$ cat src/sv/lgm_pkg.sv
// Shared types, constants and helpers of the Lipschitz global minimizer.
`timescale 1ns / 1ps
`default_nettype none
package lgm_pkg;

   localparam int MAX_POINTS = 4096;
   localparam int PTR_W      = $clog2(MAX_POINTS);
   localparam int CNT_W      = PTR_W + 1;
   localparam int KEY_W      = 32 + 2 * PTR_W;

   localparam logic signed [31:0] VAL_MAX = 32'sh7FFF_FFFF;
   localparam logic signed [31:0] VAL_MIN = 32'sh8000_0000;

   localparam logic [2:0] CSR_LIP   = 3'd0;
   localparam logic [2:0] CSR_HIL   = 3'd1;
   localparam logic [2:0] CSR_LOWER = 3'd2;
   localparam logic [2:0] CSR_UPPER = 3'd3;
   localparam logic [2:0] CSR_GOAL  = 3'd4;
   localparam logic [2:0] CSR_TGT   = 3'd5;
   localparam logic [2:0] CSR_MAXIT = 3'd6;

   localparam logic CMD_START = 1'b0;
   localparam logic CMD_VALUE = 1'b1;

   localparam logic KIND_QUERY = 1'b0;
   localparam logic KIND_DONE  = 1'b1;

   localparam logic [4:0] OP_NONE    = 5'd0;
   localparam logic [4:0] OP_START   = 5'd1;
   localparam logic [4:0] OP_LOW     = 5'd2;
   localparam logic [4:0] OP_VAL_UPP = 5'd3;
   localparam logic [4:0] OP_VAL     = 5'd4;
   localparam logic [4:0] OP_HM0     = 5'd5;
   localparam logic [4:0] OP_HM1     = 5'd6;
   localparam logic [4:0] OP_HM2     = 5'd7;
   localparam logic [4:0] OP_HM3     = 5'd8;
   localparam logic [4:0] OP_GAP_B   = 5'd9;
   localparam logic [4:0] OP_GAP_O   = 5'd10;
   localparam logic [4:0] OP_PU_INIT = 5'd11;
   localparam logic [4:0] OP_PU_CHK  = 5'd12;
   localparam logic [4:0] OP_PU_CMP  = 5'd13;
   localparam logic [4:0] OP_POP_INIT = 5'd14;
   localparam logic [4:0] OP_POP_TOP = 5'd15;
   localparam logic [4:0] OP_POP_LAST = 5'd16;
   localparam logic [4:0] OP_PO_CHK  = 5'd17;
   localparam logic [4:0] OP_PO_R2   = 5'd18;
   localparam logic [4:0] OP_PO_CMP  = 5'd19;
   localparam logic [4:0] OP_RDA     = 5'd20;
   localparam logic [4:0] OP_RDB     = 5'd21;
   localparam logic [4:0] OP_RDC     = 5'd22;
   localparam logic [4:0] OP_COMMIT  = 5'd23;
   localparam logic [4:0] OP_EMIT_Q  = 5'd24;
   localparam logic [4:0] OP_EMIT_D  = 5'd25;

   localparam logic [1:0] HSEL_PUSH = 2'd0;
   localparam logic [1:0] HSEL_T    = 2'd1;
   localparam logic [1:0] HSEL_OB   = 2'd2;

   typedef struct packed {
      logic               command;
      logic signed [31:0] func_value;
   } req_type;

   typedef struct packed {
      logic               result_kind;
      logic signed [31:0] query_point;
      logic signed [31:0] best_point;
      logic signed [31:0] best_value;
      logic signed [31:0] reached_precision;
      logic [11:0]        iterations_done;
      logic               status;
   } rsp_type;

   typedef struct packed {
      logic [4:0] op;
      logic [1:0] hsel;
      logic       second;
      logic       take;
   } cmd_type;

   typedef struct packed {
      logic i_zero;
      logic less;
      logic c_ge;
      logic full;
      logic cont;
      logic ob_ge;
   } stat_type;

   function automatic logic signed [31:0] sat50(input logic signed [49:0] v);
      logic signed [31:0] r;
      if (v > 50'(VAL_MAX)) r = VAL_MAX;
      else if (v < 50'(VAL_MIN)) r = VAL_MIN;
      else r = v[31:0];
      return r;
   endfunction

   function automatic logic signed [31:0] sat33(input logic signed [32:0] v);
      logic signed [31:0] r;
      if (v > 33'(VAL_MAX)) r = VAL_MAX;
      else if (v < 33'(VAL_MIN)) r = VAL_MIN;
      else r = v[31:0];
      return r;
   endfunction

endpackage
`default_nettype wire

$ cat src/sv/lgm_ctrl.sv
// Sequencer of the minimizer: search phase, heap walks and arithmetic steps.
`timescale 1ns / 1ps
`default_nettype none
module lgm_ctrl (
   input  wire logic              clock,
   input  wire logic              reset,
   input  wire logic              start,
   input  wire logic              req_command,
   output logic                   busy,
   output lgm_pkg::cmd_type       cmd,
   input  wire lgm_pkg::stat_type stat
);

   localparam logic [4:0] S_IDLE  = 5'd0;
   localparam logic [4:0] S_START = 5'd1;
   localparam logic [4:0] S_EMITQ = 5'd2;
   localparam logic [4:0] S_LOW   = 5'd3;
   localparam logic [4:0] S_UPP   = 5'd4;
   localparam logic [4:0] S_SMP   = 5'd5;
   localparam logic [4:0] S_HM0   = 5'd6;
   localparam logic [4:0] S_HM1   = 5'd7;
   localparam logic [4:0] S_HM2   = 5'd8;
   localparam logic [4:0] S_HM3   = 5'd9;
   localparam logic [4:0] S_GAPB  = 5'd10;
   localparam logic [4:0] S_GAPO  = 5'd11;
   localparam logic [4:0] S_PUI   = 5'd12;
   localparam logic [4:0] S_PUC   = 5'd13;
   localparam logic [4:0] S_PUM   = 5'd14;
   localparam logic [4:0] S_NQ    = 5'd15;
   localparam logic [4:0] S_POI   = 5'd16;
   localparam logic [4:0] S_POT   = 5'd17;
   localparam logic [4:0] S_POL   = 5'd18;
   localparam logic [4:0] S_POC   = 5'd19;
   localparam logic [4:0] S_POR   = 5'd20;
   localparam logic [4:0] S_POM   = 5'd21;
   localparam logic [4:0] S_RDA   = 5'd22;
   localparam logic [4:0] S_RDB   = 5'd23;
   localparam logic [4:0] S_RDC   = 5'd24;
   localparam logic [4:0] S_TGT   = 5'd25;
   localparam logic [4:0] S_COMIT = 5'd26;
   localparam logic [4:0] S_FIN   = 5'd27;

   localparam logic [1:0] PH_IDLE   = 2'd0;
   localparam logic [1:0] PH_LOWER  = 2'd1;
   localparam logic [1:0] PH_UPPER  = 2'd2;
   localparam logic [1:0] PH_SAMPLE = 2'd3;

   logic [4:0] state_ff, state_in;
   logic [1:0] phase_ff, phase_in;
   logic [1:0] hsel_ff, hsel_in;
   logic       second_ff, second_in;
   logic [4:0] push_done;

   assign busy = (state_ff != S_IDLE);

   always_comb begin
      if (phase_ff == PH_SAMPLE && !second_ff) push_done = S_PUI;
      else push_done = S_NQ;
   end

   always_comb begin
      state_in  = state_ff;
      phase_in  = phase_ff;
      hsel_in   = hsel_ff;
      second_in = second_ff;
      cmd       = '{op: lgm_pkg::OP_NONE, hsel: hsel_ff, second: second_ff, take: 1'b0};
      case (state_ff)
         S_IDLE: begin
            if (start) begin
               cmd.take = 1'b1;
               if (req_command == lgm_pkg::CMD_START) state_in = S_START;
               else begin
                  case (phase_ff)
                     PH_LOWER:  state_in = S_LOW;
                     PH_UPPER:  state_in = S_UPP;
                     PH_SAMPLE: state_in = S_SMP;
                     default:   state_in = S_IDLE;
                  endcase
               end
            end
         end
         S_START: begin
            cmd.op   = lgm_pkg::OP_START;
            phase_in = PH_LOWER;
            state_in = S_EMITQ;
         end
         S_EMITQ: begin
            cmd.op   = lgm_pkg::OP_EMIT_Q;
            state_in = S_IDLE;
         end
         S_LOW: begin
            cmd.op   = lgm_pkg::OP_LOW;
            phase_in = PH_UPPER;
            state_in = S_EMITQ;
         end
         S_UPP: begin
            cmd.op    = lgm_pkg::OP_VAL_UPP;
            hsel_in   = lgm_pkg::HSEL_PUSH;
            second_in = 1'b0;
            state_in  = S_HM0;
         end
         S_SMP: begin
            cmd.op    = lgm_pkg::OP_VAL;
            hsel_in   = lgm_pkg::HSEL_PUSH;
            second_in = 1'b0;
            state_in  = S_HM0;
         end
         S_HM0: begin
            cmd.op   = lgm_pkg::OP_HM0;
            state_in = S_HM1;
         end
         S_HM1: begin
            cmd.op   = lgm_pkg::OP_HM1;
            state_in = S_HM2;
         end
         S_HM2: begin
            cmd.op   = lgm_pkg::OP_HM2;
            state_in = S_HM3;
         end
         S_HM3: begin
            cmd.op = lgm_pkg::OP_HM3;
            case (hsel_ff)
               lgm_pkg::HSEL_PUSH: state_in = (phase_ff == PH_UPPER) ? S_GAPB : S_GAPO;
               lgm_pkg::HSEL_T: begin
                  hsel_in  = lgm_pkg::HSEL_OB;
                  state_in = S_HM0;
               end
               default: state_in = S_TGT;
            endcase
         end
         S_GAPB: begin
            cmd.op   = lgm_pkg::OP_GAP_B;
            state_in = S_PUI;
         end
         S_GAPO: begin
            cmd.op   = lgm_pkg::OP_GAP_O;
            state_in = S_PUI;
         end
         S_PUI: begin
            cmd.op = lgm_pkg::OP_PU_INIT;
            if (stat.full) begin
               second_in = 1'b1;
               state_in  = push_done;
            end else state_in = S_PUC;
         end
         S_PUC: begin
            cmd.op = lgm_pkg::OP_PU_CHK;
            if (stat.i_zero) begin
               second_in = 1'b1;
               state_in  = push_done;
            end else state_in = S_PUM;
         end
         S_PUM: begin
            cmd.op = lgm_pkg::OP_PU_CMP;
            if (stat.less) state_in = S_PUC;
            else begin
               second_in = 1'b1;
               state_in  = push_done;
            end
         end
         S_NQ: begin
            state_in = stat.cont ? S_POI : S_FIN;
         end
         S_POI: begin
            cmd.op   = lgm_pkg::OP_POP_INIT;
            state_in = S_POT;
         end
         S_POT: begin
            cmd.op   = lgm_pkg::OP_POP_TOP;
            state_in = S_POL;
         end
         S_POL: begin
            cmd.op   = lgm_pkg::OP_POP_LAST;
            state_in = S_POC;
         end
         S_POC: begin
            cmd.op   = lgm_pkg::OP_PO_CHK;
            state_in = stat.c_ge ? S_RDA : S_POR;
         end
         S_POR: begin
            cmd.op   = lgm_pkg::OP_PO_R2;
            state_in = S_POM;
         end
         S_POM: begin
            cmd.op   = lgm_pkg::OP_PO_CMP;
            state_in = stat.less ? S_POC : S_RDA;
         end
         S_RDA: begin
            cmd.op   = lgm_pkg::OP_RDA;
            state_in = S_RDB;
         end
         S_RDB: begin
            cmd.op   = lgm_pkg::OP_RDB;
            state_in = S_RDC;
         end
         S_RDC: begin
            cmd.op   = lgm_pkg::OP_RDC;
            hsel_in  = lgm_pkg::HSEL_T;
            state_in = S_HM0;
         end
         S_TGT: begin
            state_in = stat.ob_ge ? S_FIN : S_COMIT;
         end
         S_COMIT: begin
            cmd.op   = lgm_pkg::OP_COMMIT;
            phase_in = PH_SAMPLE;
            state_in = S_EMITQ;
         end
         S_FIN: begin
            cmd.op   = lgm_pkg::OP_EMIT_D;
            phase_in = PH_IDLE;
            state_in = S_IDLE;
         end
         default: state_in = S_IDLE;
      endcase
   end

   always_ff @(posedge clock) begin
      if (reset) begin
         state_ff  <= S_IDLE;
         phase_ff  <= PH_IDLE;
         hsel_ff   <= lgm_pkg::HSEL_PUSH;
         second_ff <= 1'b0;
      end else begin
         state_ff  <= state_in;
         phase_ff  <= phase_in;
         hsel_ff   <= hsel_in;
         second_ff <= second_in;
      end
   end

endmodule
`default_nettype wire

$ cat config.mk
export PLATFORM = sky130hd
export DESIGN_NAME = lgm_ctrl
export DESIGN_NICKNAME = d
export VERILOG_FILES = /design/src/sv/lgm_pkg.sv /design/src/sv/lgm_ctrl.sv
export SDC_FILE = /design/constraint.sdc
export NUM_CORES = 1
export LEC_CHECK = 0
export BUFFER_PORTS_ARGS = -buffer_cell sky130_fd_sc_hd__buf_2
export CORE_MARGIN = 5
export CORE_UTILIZATION = 50
export DETAILED_ROUTE_END_ITERATION = 6
export PLACE_DENSITY = 0.78
export SLEW_MARGIN = 20
export SYNTH_ARGS = -nofsm -noshare
export SYNTH_HDL_FRONTEND = slang
export SYNTH_SLANG_ARGS = --single-unit
$ cat constraint.sdc
create_clock -name clock -period 2.25 [get_ports clock]
set_input_delay 0.45 -clock clock [delete_from_list [all_inputs] [get_ports clock]]
set_output_delay 0.45 -clock clock [all_outputs]
set_load 0.01 [all_outputs]
==> out/metrics.csv <==
stage,metric,value,unit
power_and_ir_drop,Peak VDD IR,315,uV
floorplan,core area,1980,sq um
drt,Antenna Nets Post-Route,0,
yosys,syn_area_per_cell,6.88,sq um
placement,placer congestion estimate,0.967,
timing,Setup WS post-layout,149,ps
drt,DR iter-0 viols,60,
yosys,Synth Area in Simple Gates,0.346,
floorplan,die width,55.9,um
cts,CTS H-tree lvls,1,
cts,# clock sinks,10,
yosys,largest family of logic cells by synthesized area,compound AO/OA/AOI/OAI gates,
cts,CTS tree,yes,
flow_run,maxcap violations,0,
yosys,complex-gate fraction of the synthesized area,0.375,
placement,dpl cells,193,
drt,drt pass-1 iters,4,
yosys,Syn Nets,163,
placement,Port Buf Inserts,19,
timing,clock skew,2.94,ps
floorplan,num ports,20,
yosys,Synth Area in Adders,0,
worst_setup_path,crit-path max FO,10,
grt,first-pass GRT wire length,5400,um
yosys,synthesized flop and latch total,10,
cts,Clock Latency Late Sink,260,ps
cells_and_area,layout cell share with drive strength beyond 1,0.218,
floorplan,Die Ht,55.9,um
timing,total negative setup slack,0,ps
yosys,mux share of post-synthesis cell area,0,
floorplan,Initial Util,0.531,
worst_hold_path,HP Class,input port to flip-flop,
placement,dpl ws,409,ps
yosys,share of the synthesized area in the top cell type,0.190,
timing,Final Hold Viols,0,
worst_setup_path,"delay-heaviest family, CP",flip-flops,
worst_setup_path,worst r2r dst,state_ff[0],
cells_and_area,# diodes,0,
cts,clock buffer count from CTS,3,
worst_setup_path,reg-to-reg setup timing slack,520,ps
drt,DRC,0,
cells_and_area,FILL cells,189,
grt,gr ovfl total,0,
worst_setup_path,Setup crit start,state_ff[4],
worst_setup_path,Critical Path End Type,primary output,
timing,Max Slew Vio Count,0,
drt,final wirelength,3210,um
cells_and_area,Syn-to-layout area delta,14.0,%
placement,post-detail-place hpwl,2420,um
cells_and_area,Final nets,181,
power_and_ir_drop,leakage dissipation,0.464,nW
timing,RSZ-0062 raised after global routing,no,
cells_and_area,Finished Cell Area,1200,sq um
cells_and_area,Final Non-Filler Cells,197,
grt,antenna violations before repair,0,
drt,Via Count,1265,
grt,vias in the first global route,1134,
yosys,largest cells by area after synthesis,"dfxtp_1 19%, a21oi_1 7.1%, nor2_1 6.8%, nor2b_1 4.8%, nand2_1 4.6%",
timing,Final min period,2100,ps
yosys,post-synthesis cell count,153,
yosys,Post-Synthesis Cell Area,1050,sq um
worst_hold_path,Hold Path Depth,2,
timing,slew of the pin with the lowest slew margin,419,ps
grt,Total Routing Usage GR,0.210,
timing,setup violators final,0,
floorplan,num rows,16,
worst_hold_path,min-delay src,reset,
worst_setup_path,CP Data Required Time,1800,ps
worst_setup_path,crit path buf inv count,1,
worst_setup_path,CP cell instances,"and2_1, nand2_1, o21a_1, o221ai_1, buf_2",
worst_hold_path,end of the worst hold path,phase_ff[0],
cells_and_area,register area,201,sq um
worst_setup_path,FF-to-FF path depth,6,
drt,Routed WL per cell,16.3,um
cts,"Clk pin slew, worst setup/hold paths",70,ps
worst_setup_path,max incr delay on CP,530,ps
cts,CTS max path bufs,2,
grt,pin count of the biggest net entering global routing,20,
worst_setup_path,path type of the worst setup path,flip-flop to primary output,
worst_setup_path,crit start category,flip-flop,
power_and_ir_drop,pwr dens,423,nW/um^2
yosys,synth unique cells,45,
worst_setup_path,worst r2r src,state_ff[2],
timing,period utilization,0.934,
cts,CTS root buffer,clkbuf_4,
worst_setup_path,Worst path slowest cell,dfxtp_1,
drt,drt via density,6.42,
status,status,"complete, no violations",
yosys,Synth Area in XOR/XNOR,0,
cells_and_area,most frequent cells in the layout,"19 x nor2_1, 19 x buf_2, 15 x a21oi_1, 13 x nand2_1, 9 x dfxtp_1",
power_and_ir_drop,Overall Power,0.000508,W
worst_setup_path,Critical Path AT,1650,ps
timing,Worst slew margin,0.714,
yosys,YS warnings,0,
floorplan,die area,3120,sq um
yosys,Yosys top cell by area,dfxtp_1,
placement,Area after DPL,1160,sq um
timing,fmax,0.476,GHz
yosys,post-synthesis sequential area ratio,0.190,
cells_and_area,area of the multi-input gates,758,sq um
-- state kept, by name, indices dropped and copies added (netlist names) --
signal     flops
hsel_ff        2
second_ff      1
phase_ff       2
state_ff       5
-- logic make-up (layout without fill, tap and decap cells) --
logic type / count (synthesis) / after routing
AO/OA/AOI/OAI: 57 / 57
flip-flops: 10 / 10
buffers and inverters: 19 / 36
AND/OR/NAND/NOR: 67 / 67
-- worst max path at each step --
stage / slack, ps / cells past startpoint / end
after floorplan: 530 / 5 / cmd[8]
final: 150 / 5 / cmd[4]
after detailed placement: 410 / 6 / cmd[7]
after global routing: 50 / 5 / cmd[4]
after global placement: 450 / 6 / cmd[7]
after CTS: 110 / 6 / cmd[7]
-- repair_timing --
item / CTS / global route
hold buffers: 0 / 0
gates resized for setup: 0 / 1
endpoints found under the setup margin: 0 / 1
setup buffers: 0 / 0
-- cells in the mapped netlist, drive strengths merged --
library cell and instances:
o21a 1, o211a 1, a2111oi 2, o31ai 1, nand3b 2, a21oi 15
a31oi 5, or2 2, a21o 2, a221oi 1, a22oi 3, clkbuf 1
or3 3, nand4 1, a211o 1, nor4 1, a32oi 2, nor2b 8
dfxtp 10, o22ai 3, o32ai 3, and3 2, a211oi 2, a22o 1
o221ai 1, and2 2, o211ai 3, inv 6, a311oi 2, nand2b 6
o311ai 1, nand2 13, o21ai 7, nor3b 3, nand3 3, and2b 1
nor3 1, buf 12, nor2 19
-- per-layer routing --
metal  vias up  GRT usage  wire, um
li1        596          -         -
met1       592      0.285      1350
met2        69      0.331      1500
met3         8     0.0603       302
met4         0     0.0373        45
met5         -          0         0
-- report_power, final --
| group | internal, W | switching, W | total [W] |
|---|---|---|---|
| Clock | 0.0000982 | 0.0000633 | 0.000161 |
| Sequential | 0.000185 | 0.0000161 | 0.000201 |
| Combinational | 0.0000614 | 0.0000842 | 0.000146 |
-- per-stage QoR --
step | hold slack, ps | utilization
2_1_floorplan | 484 | -
3_3_place_gp | 507 | 0.586
3_5_place_dp | 514 | 0.586
4_1_cts | 442 | 0.605
5_1_grt | 451 | 0.605
6_report | 445 | 0.605
-- final cells by class --
cell class	instances	area share
inverter	6	0.0188
sequential	10	0.168
multi-input combinational	124	0.632
clock buffer	4	0.0302
timing repair buffer	26	0.123
tap	27	0.0282
Note: power is estimated with default switching activity, not from simulation.
